--- src/rtl/lz77bp_pkg.sv ---
// Package for the byte-pair LZ77 decompressor: payload structs, state and
// operation codes, status codes and sizing constants.
// Used by every module of the block; depends on nothing.
package lz77bp_pkg;

    localparam int HIST_DEPTH = 2048;
    localparam int HIST_AW    = $clog2(HIST_DEPTH);

    localparam logic [12:0] LIMIT_RESET = 13'd6000;
    localparam logic [7:0]  SPACE_CHAR  = 8'h20;
    localparam logic [7:0]  XOR_MASK    = 8'h80;
    localparam logic [7:0]  PAIR_BASE   = 8'd128;
    localparam logic [7:0]  SPACE_BASE  = 8'd192;
    localparam logic [7:0]  LIT_MAX     = 8'd8;

    localparam logic [1:0] ST_OK       = 2'd0;
    localparam logic [1:0] ST_OVERFLOW = 2'd1;
    localparam logic [1:0] ST_BAD_DIST = 2'd2;
    localparam logic [1:0] ST_TRUNC    = 2'd3;

    typedef struct packed {
        logic [7:0] in_byte;
        logic       rec_last;
    } in_item_t;

    typedef struct packed {
        logic [7:0]  out_byte;
        logic        byte_valid;
        logic        run_last;
        logic        record_done;
        logic [1:0]  status;
        logic [12:0] record_length;
    } out_item_t;

    typedef enum logic [2:0] {
        S_IDLE,
        S_DECODE,
        S_CHK_ROOM,
        S_COPY_RD,
        S_EMIT,
        S_FINISH
    } state_t;

    typedef enum logic [1:0] {
        K_LIT_CMD,
        K_SINGLE,
        K_SPACE,
        K_COPY
    } kind_t;

    typedef enum logic {
        ALU_ADD,
        ALU_SUB
    } alu_op_t;

    typedef struct packed {
        alu_op_t     op;
        logic [13:0] a;
        logic [13:0] b;
        logic [13:0] c;
    } alu_req_t;

    typedef struct packed {
        logic [13:0] res;
        logic        flag;
    } alu_rsp_t;

endpackage

--- src/rtl/lz77bp_alu.sv ---
// Shared add/subtract and compare unit of the decompressor sequencer.
// Depends on lz77bp_pkg for the request and response structs.
module lz77bp_alu (
    input  lz77bp_pkg::alu_req_t req,
    output lz77bp_pkg::alu_rsp_t rsp
);

    logic [14:0] diff;
    logic [13:0] sum;

    assign sum  = req.a + req.b;
    assign diff = {1'b0, req.a} - {1'b0, req.b};

    // Add reports a sum above the bound; subtract reports a borrow.
    always_comb
    begin
        unique case (req.op)
            lz77bp_pkg::ALU_ADD:
            begin
                rsp.res  = sum;
                rsp.flag = (sum > req.c);
            end
            lz77bp_pkg::ALU_SUB:
            begin
                rsp.res  = diff[13:0];
                rsp.flag = diff[14];
            end
            default:
            begin
                rsp.res  = sum;
                rsp.flag = 1'b0;
            end
        endcase
    end

endmodule

--- config.mk ---
export PLATFORM = sky130hd
export DESIGN_NAME = lz77bp_alu
export DESIGN_NICKNAME = d
export VERILOG_FILES = /design/src/rtl/lz77bp_pkg.sv /design/src/rtl/lz77bp_alu.sv
export SDC_FILE = /design/constraint.sdc
export NUM_CORES = 1
export LEC_CHECK = 0
export BUFFER_PORTS_ARGS = -buffer_cell sky130_fd_sc_hd__buf_2
export CAP_MARGIN = 20
export CORE_ASPECT_RATIO = 0.8
export CORE_UTILIZATION = 30
export DETAILED_ROUTE_END_ITERATION = 12
export PLACE_DENSITY_LB_ADDON = 0.08
export SLEW_MARGIN = 20
export SYNTH_ARGS = -nofsm -noshare
export SYNTH_HDL_FRONTEND = slang
export SYNTH_SLANG_ARGS = --single-unit
--- constraint.sdc ---
create_clock -name vclk -period 5.9
set_input_delay 0.885 -clock vclk [all_inputs]
set_output_delay 0.885 -clock vclk [all_outputs]
set_load 0.05 [all_outputs]
After elaboration in Yosys (flattened, before gate mapping)
Cells that the tools add are included.
{"block": "word_totals", "reg_bits": 0, "output_inout_bits": 15, "word_cells": 5}
{"block": "classes", "addsub": 2, "n_lt_le_gt_ge": 1, "muxes": 1, "bitwise": 1}
{"cell": "case mux 15 bit (2 select lines)", "count": 1}
{"cell": "subtractor 14 x 14 -> 15 bit", "count": 1}
{"cell": "adder 14 bit", "count": 1}
{"cell": "greater-than comparator 14 bit", "count": 1}
{"cell": "inverter 1 bit", "count": 1}

Logic depth before layout (Yosys ltp)
Gate-level depths: netlist (run 1).
{"block": "depth", "word_depth": 3, "depth_mapped": 16}

Least setup slack after synthesis (run 1)
OpenSTA, ideal clock, no wires.
{"block": "synth_path", "path_type": "in2out", "start": "input port req[14] (netlist bit)", "end": "output port rsp[0] (netlist bit)", "t_arrival_ns": 3.963, "required_ns": 5.015, "setup_slack_ns": 1.052, "path_stages": 15, "path_buffers": 0, "path_cell_list": "ha_1 > inv_1 > fa_1 > o21bai_4 > a21oi_2 > o31a_1 > or4_4 > o41ai_2 > xnor2_1 > ha_1 > nand4_1 > nor2_1 > o21ai_0 > o211ai_1 > a32o_1"}
{"element": "start: declaration", "line_no": "lz77bp_alu.sv:4", "rtl": "input lz77bp_pkg::alu_req_t req,"}
{"element": "end: declaration", "line_no": "lz77bp_alu.sv:5", "rtl": "output lz77bp_pkg::alu_rsp_t rsp"}

==> results.md, run 1 <==
- Status: finished clean
- Kind of critical path: in -> out
- Starting Density: 31.1%
- CP max FO: 4
- Vias in the first global route: 1639
- GRT Total Usage: 14.4%
- Synth cell types: 44
- Clock buf count: 0
- Core Box Area: 5880 um2
- Final setup violation count: 0
- Worst-Margin Slew: 539 ps
- P&R area growth vs syn: 18.5%
- Syn Area/Cell: 6.87 um2
- Fin crit period: 5090 ps
- Pleak: 1.15 nW
- Required @ worst endpoint: 5020 ps
- Initial antenna violation count: 0
- Setup TNS: 0 ps
- CP Launch Type: input pin
- Port buffer count: 58
- Hold slack: 2250 ps
- Fin crit share: 86.3%
- Final worst slack: 807 ps
- Cell type with the highest aggregate area in the netlist: ha_1
- WL final: 4.75 mm
- Power Density: 151 nW/um2
- Overflow after GRT: 0
- RSZ-0062 raised after global routing: false
- Yosys warning total: 0
- Worst Hold Path EP: rsp[1]
- Post-CTS setup buffers: 0
- # rows: 25
- # Max-Cap Violations: 0
- Post-synth net total: 352
- Resize count post-CTS: 0
- Slew HR: 64.1%
- Post-CTS Hold Buffers: 0
- Iteration-0 DRC Markers: 110
- Cell area after layout: 2170 um2
- Routed wire per std cell: 12.1 um
- Antenna cell count: 0
- Share of the yosys chip area belonging to registers: 0%
- Num sequential: 0
- WHS Path Cells: 4
- Ranking of synthesized cells by area: ha_1 28%, inv_1 8.6%, xnor2_1 7.7%, a21oi_1 6.6%, o21ai_0 6.0%
- Proportion of layout cells with a drive suffix above 1: 20.4%
- Worst Hold Launch: req[14]
- Post-route insts no fill: 394
- Routed vias: 1881
- Dpl cell area: 2170 um2
- Post-detail-place hpwl: 4.02 mm
- Max Freq: 0.196 GHz
- Final Hold Viols: 0
- Post-Syn Instances: 266
- Die Y: 71.8 um
- Most frequent cell after synthesis: inv_1
- Worst Path Arrival: 4210 ps
- Pre-CTS setup slack: 818 ps
- Die area: 6410 um2
- Peak supply drop: 0.0000569 V
- DRT antenna net count: 0
- Chip width: 89.3 um
- Post-Route Utilization: 36.9%
- First-pass GRT wire length: 7.45 mm
- Drt drc: 0
- Number of vias per cell: 4.77
- Tot Pwr: 0.328 mW
- Initial DRT Pass Iterations: 4
- Crit. End Element: output port
- RD Place Congestion: 0.788
- Sequential Area: 0 um2
- Post-synth top area share: 28.1%
- Ports: 58
- Largest net degree at the start of global routing: 30
- Placed cells: 394
- NumNets Final: 401
- Fin. max-slew vios: 0
- Netlist area before placement: 1830 um2
- Commonest cells post-synth: 42 x inv_1, 41 x ha_1, 24 x a21oi_1
- HP Class: in -> out
where the power goes:
part           total [mW]  switching (mW)  internal (mW)
registers               0               0              0
logic               0.328           0.214          0.114
clock network           0               0              0
placed cells by master, fill, tap and decap left out, types with 3 or more instances in the layout:
| cell | count |
|---|---|
| xnor2_1 | 16 |
| o21bai_1 | 4 |
| ha_1 | 41 |
| nand3_1 | 4 |
| o31a_1 | 4 |
| mux2i_1 | 3 |
| nand2_1 | 11 |
| a21oi_1 | 24 |
| nand4_1 | 5 |
| xor2_1 | 7 |
| nor3_1 | 7 |
| buf_2 | 58 |
| inv_1 | 42 |
| nor2b_1 | 5 |
| o31ai_1 | 3 |
| a21o_1 | 7 |
| o21ai_0 | 22 |
| a31oi_1 | 3 |
| nor2_1 | 18 |
| nand2b_1 | 4 |
layer usage:
metal / up-vias / wire, um / GRT usage [%]
met4: 0 / 0 / 0.353
met5: - / 0 / 0
met2: 50 / 1850 / 20.7
li1: 1013 / - / -
met3: 0 / 193 / 0
met1: 818 / 2710 / 24.5
worst max-delay path by stage:
stage,start,endpoint,cells after the start
3_5_place_dp,req[14],rsp[0],17
5_1_grt,req[14],rsp[0],17
6_report,req[14],rsp[0],17
2_1_floorplan,req[14],rsp[0],15
3_3_place_gp,req[14],rsp[0],17
4_1_cts,req[14],rsp[0],17
worst max-delay path: stages:
cell and delay, ps:
buf_2 90, ha_1 170, inv_1 60, fa_1 450, o21bai_4 180, a21oi_2 100
o31a_1 300, or4_4 440, o41ai_2 300, xnor2_1 110, ha_1 300, nand4_1 110
nor2_1 150, o21ai_0 100, o211ai_1 90, a32o_1 140, buf_2 260
layout make-up:
type	count	area, um2
Timing Repair Buffer	58	290
Fill cell	686	3710
Inverter	43	161
Tap cell	81	101
Multi-Input combinational cell	212	1610
cell families after synthesis:
logic type | Yosys count | synth area share, %
buffers and inverters | 54 | 11.7
and+or+nand+nor | 60 | 16.3
muxes | 3 | 1.64
adders and majority gates | 43 | 30.3
AOI/OAI and AO/OA | 83 | 29.1
xor gates and xnor gates | 23 | 11.0
(Power assumes the default switching activity.)
==> run 2, diff against run 1 <==
--- a/config.mk
+++ b/config.mk
@@ -7,7 +7,7 @@
 export LEC_CHECK = 0
 export BUFFER_PORTS_ARGS = -buffer_cell sky130_fd_sc_hd__buf_2
 export CAP_MARGIN = 20
-export CORE_ASPECT_RATIO = 0.8
+export CORE_ASPECT_RATIO = 1.5
 export CORE_UTILIZATION = 30
 export DETAILED_ROUTE_END_ITERATION = 12
 export PLACE_DENSITY_LB_ADDON = 0.08
==> run 2 against run 1 <==
  * Die area about the same
  * Global-route usage up 1.6 points
  * Total power hardly changed
==> results.md, run 2 (synthesis results as in run 1) <==
- Peak supply drop: 0.0000623 V
- Worst Path Arrival: 4210 ps
- Num sequential: 0
- Starting Density: 31.4%
- Clk pwr share: 0%
- # Max-Cap Violations: 0
- Slew HR: 62.4%
- Ports: 58
- Drt drc: 0
- Initial antenna violation count: 0
- Number of vias per cell: 5.02
- First-pass GRT wire length: 8.35 mm
- Fin crit share: 86.3%
- Proportion of layout cells with a drive suffix above 1: 20.4%
- Overflow after GRT: 0
- Fin crit period: 5090 ps
- Initial DRT Pass Iterations: 4
- Pleak: 1.15 nW
- Routed vias: 1934
- Resize count post-CTS: 0
- Combinational share of power: 100.0%
- Final Hold Viols: 0
- Iteration-0 DRC Markers: 88
- Worst Hold Path EP: rsp[1]
- Required @ worst endpoint: 5020 ps
- Vias in the first global route: 1880
- Seq pwr share: 0%
- Final setup violation count: 0
- Routed wire per std cell: 13.0 um
- NumNets Final: 401
- Fillers: 653
- Post-detail-place hpwl: 4.32 mm
- Worst Hold Launch: req[14]
- Antenna cell count: 0
- CP max FO: 4
- Psw: 0.214 mW
- Crit. End Element: output port
- Internal Pwr Total: 0.114 mW
- # rows: 34
- Power Density: 152 nW/um2
- GRT Total Usage: 16.0%
- RD Place Congestion: 0.806
- Placed cells: 385
- DRT antenna net count: 0
- Commonest non-fill, non-tap cell in the layout: buf_2
- Sw Share: 65.2%
- Sequential Area: 0 um2
- Core Box Area: 5830 um2
- Setup TNS: 0 ps
- WL final: 5.01 mm
- Largest net degree at the start of global routing: 30
- Post-CTS setup buffers: 0
- Port buffer count: 58
- WHS Path Cells: 4
- Max Freq: 0.196 GHz
- Fin. max-slew vios: 0
- Status: finished clean
- Post-route insts no fill: 385
- Most frequent cells in the layout: 58 x buf_2, 42 x inv_1, 41 x ha_1
- Final worst slack: 809 ps
- Post-Route Utilization: 37.0%
- Chip width: 65.7 um
- HP Class: in -> out
- RSZ-0062 raised after global routing: false
- Clock buf count: 0
- Post-CTS Hold Buffers: 0
- Worst-Margin Slew: 564 ps
- Pre-CTS setup slack: 765 ps
- CP Launch Type: input pin
- Tot Pwr: 0.328 mW
- Die Y: 97.6 um
- Kind of critical path: in -> out
- P&R area growth vs syn: 17.9%
- Die area: 6420 um2
-- run 2: cell counts in the layout (fill, tap and decap cells not counted) --
Identical to the previous run, type by type.
-- run 2: area by class of cell --
type	count	area, um2	area share [%]
inverter	43	161	7.49
tap	72	90.1	4.18
timing repair buffer	58	290	13.5
multi-input combinational	212	1610	74.9
-- run 2: worst max path at each step --
stage	start	end	cells after the start
finish	req[14]	rsp[0]	17
CTS	req[14]	rsp[0]	17
detailed placement	req[14]	rsp[0]	17
global route	req[14]	rsp[0]	17
global placement	req[14]	rsp[0]	17
floorplan	req[14]	rsp[0]	15
-- run 2: layer usage --
metal | wire, um | up-vias | part of all wire (%) | GRT usage [%]
met5 | 0 | - | 0 | 0
met4 | 30 | 0 | 0.60 | 0.836
met3 | 120 | 2 | 2.4 | 0.235
met2 | 2890 | 35 | 58 | 32.5
met1 | 1980 | 884 | 39 | 18.2
li1 | - | 1013 | - | -
-- run 2: worst max-delay path, stage by stage --
cell	delay (ps)
buf_2	90
ha_1	150
inv_1	50
fa_1	460
o21bai_4	170
a21oi_2	90
o31a_1	290
or4_4	440
o41ai_2	310
xnor2_1	120
ha_1	300
nand4_1	120
nor2_1	150
o21ai_0	90
o211ai_1	90
a32o_1	140
buf_2	260
-- run 2: power groups by stage --
| stage | registers, mW | logic (mW) | clock network, mW |
|---|---|---|---|
| 4_1_cts | 0 | 0.332 | 0 |
| 3_5_place_dp | 0 | 0.330 | 0 |
| 5_1_grt | 0 | 0.363 | 0 |
| 6_report | 0 | 0.328 | 0 |
| 2_1_floorplan | 0 | 0.253 | 0 |
| 3_3_place_gp | 0 | 0.330 | 0 |
-- run 2: metrics by stage --
| step | area, um2 | hold WS [ps] |
|---|---|---|
| floorplan | 1830 | 2090 |
| global placement | 2160 | 2250 |
| detailed placement | 2160 | 2260 |
| CTS | 2160 | 2260 |
| global route | 2160 | 2300 |
| finish | 2160 | 2250 |
==> run 3, diff against run 2 <==
--- a/config.mk
+++ b/config.mk
@@ -7,9 +7,12 @@
 export LEC_CHECK = 0
 export BUFFER_PORTS_ARGS = -buffer_cell sky130_fd_sc_hd__buf_2
 export CAP_MARGIN = 20
+export CELL_PAD_IN_SITES_DETAIL_PLACEMENT = 1
+export CELL_PAD_IN_SITES_GLOBAL_PLACEMENT = 1
 export CORE_ASPECT_RATIO = 1.5
 export CORE_UTILIZATION = 30
 export DETAILED_ROUTE_END_ITERATION = 12
+export MAX_ROUTING_LAYER = met4
 export PLACE_DENSITY_LB_ADDON = 0.08
 export SLEW_MARGIN = 20
 export SYNTH_ARGS = -nofsm -noshare
==> run 3 against run 2 <==
  * Worst hold slack lost 6.6 ps
  * Combinational power is essentially flat
  * Count of clock-buffer cells in the layout is the same
  * Sequential share of layout area is the same
  * Non-clock buffer count is the same
  * Cell count is the same
  * Cell area is the same
  * Die area is the same
  * Largest cell class unchanged
  * Highest routed layer is now met3
==> results.md, run 3 (synthesis results as in run 1) <==
- Status: finished clean
- Die Y: 97.6 um
- RSZ-0062 raised after global routing: false
- # rows: 34
- Num sequential: 0
- Combinational share of power: 100.0%
- CP max FO: 4
- Commonest non-fill, non-tap cell in the layout: buf_2
- Worst Hold Launch: req[14]
- Placed cells: 385
- Fin crit period: 5080 ps
- Post-CTS Hold Buffers: 0
- Fillers: 794
- WHS Path Cells: 4
- Psw: 0.215 mW
- Routed wire per std cell: 13.6 um
- NumNets Final: 401
- Number of vias per cell: 5.07
- Antenna cell count: 0
- Worst path max stage delay: 450 ps
- Required @ worst endpoint: 5020 ps
- Fin crit share: 86.1%
- Area of the multi-input gates: 1610 um2
- Final Hold Viols: 0
- Post-route insts no fill: 385
- P&R area growth vs syn: 17.9%
- Power Density: 153 nW/um2
- Crit. End Element: output port
- Overflow after GRT: 0
- CP startpoint: req[14]
- Max Freq: 0.197 GHz
- Clock buf count: 0
- Vias in the first global route: 2008
- CP cell instances: buf_2 > ha_1 > inv_1 > fa_1 > o21bai_4 > a21oi_2 > o31a_1 > or4_4 > o41ai_2 > xnor2_1 > ha_1 > nand4_1 > nor2_1 > o21ai_0 > o211ai_1 > a32o_1 > buf_2
- Ports: 58
- # Max-Cap Violations: 0
- CP Launch Type: input pin
- Resize count post-CTS: 0
- Chip width: 65.7 um
- Internal Pwr Total: 0.114 mW
- DRT antenna net count: 0
- Seq pwr share: 0%
- First-pass GRT wire length: 8.93 mm
- Fin. max-slew vios: 0
- Clk pwr share: 0%
- Core Box Area: 5830 um2
- RD Place Congestion: 0.841
- Most frequent cells in the layout: 58 x buf_2, 42 x inv_1, 41 x ha_1
- GRT Total Usage: 17.4%
- Sequential Area: 0 um2
- Worst-Margin Slew: 551 ps
- Kind of critical path: in -> out
- Proportion of layout cells with a drive suffix above 1: 20.4%
- Worst Path Arrival: 4190 ps
- Initial DRT Pass Iterations: 4
- Largest net degree at the start of global routing: 30
- Sw Share: 65.2%
- WL final: 5.25 mm
- Post-detail-place hpwl: 4.65 mm
- Starting Density: 31.4%
- Initial antenna violation count: 0
- Slew HR: 63.2%
- Pleak: 1.15 nW
- Routed vias: 1951
- HP Class: in -> out
- Setup TNS: 0 ps
- Critical Path Slowest Stage Cell: fa_1
- Final setup violation count: 0
- Die area: 6420 um2
- Post-CTS setup buffers: 0
- Peak supply drop: 0.0000696 V
- Port buffer count: 58
- Drt drc: 0
- Iteration-0 DRC Markers: 47
[run 3: layout make-up]
class / instances / share of cell area (%)
inverter: 43 / 7.49
multi-input combinational: 212 / 74.9
timing repair buffer: 58 / 13.5
tap: 72 / 4.18
[run 3: power groups by stage]
stage | clock network [mW] | logic, mW | registers [mW]
after CTS | 0 | 0.335 | 0
after global placement | 0 | 0.332 | 0
final | 0 | 0.329 | 0
after global routing | 0 | 0.365 | 0
after detailed placement | 0 | 0.333 | 0
after floorplan | 0 | 0.253 | 0
[run 3: worst paths after layout]
check / to
max: rsp[0]
min: rsp[1]
[run 3: critical path, delay by kind of cell]
family	cells	cell delay [ps]
compound gates	7	1180
fa+ha+maj	3	900
buf+inv	3	400
simple gates	3	710
xor+xnor	1	110
[run 3: through the flow]
stage	total power [mW]	util (%)	worst slack, ps	hold WS, ps	area (um2)
after floorplan	0.253	-	1050	2090	1830
after global placement	0.332	37.0	812	2250	2160
after detailed placement	0.333	37.0	753	2250	2160
after CTS	0.335	37.0	755	2260	2160
after global routing	0.365	37.0	488	2280	2160
final	0.329	37.0	822	2250	2160
[run 3: routing by layer]
metal / part of all wire (%) / GRT usage, % / vias up
met4: 0 / 0 / 0
met5: 0 / - / -
met2: 57 / 34.9 / 31
li1: - / - / 1012
met3: 2.1 / 0 / 0
met1: 41 / 19.5 / 908
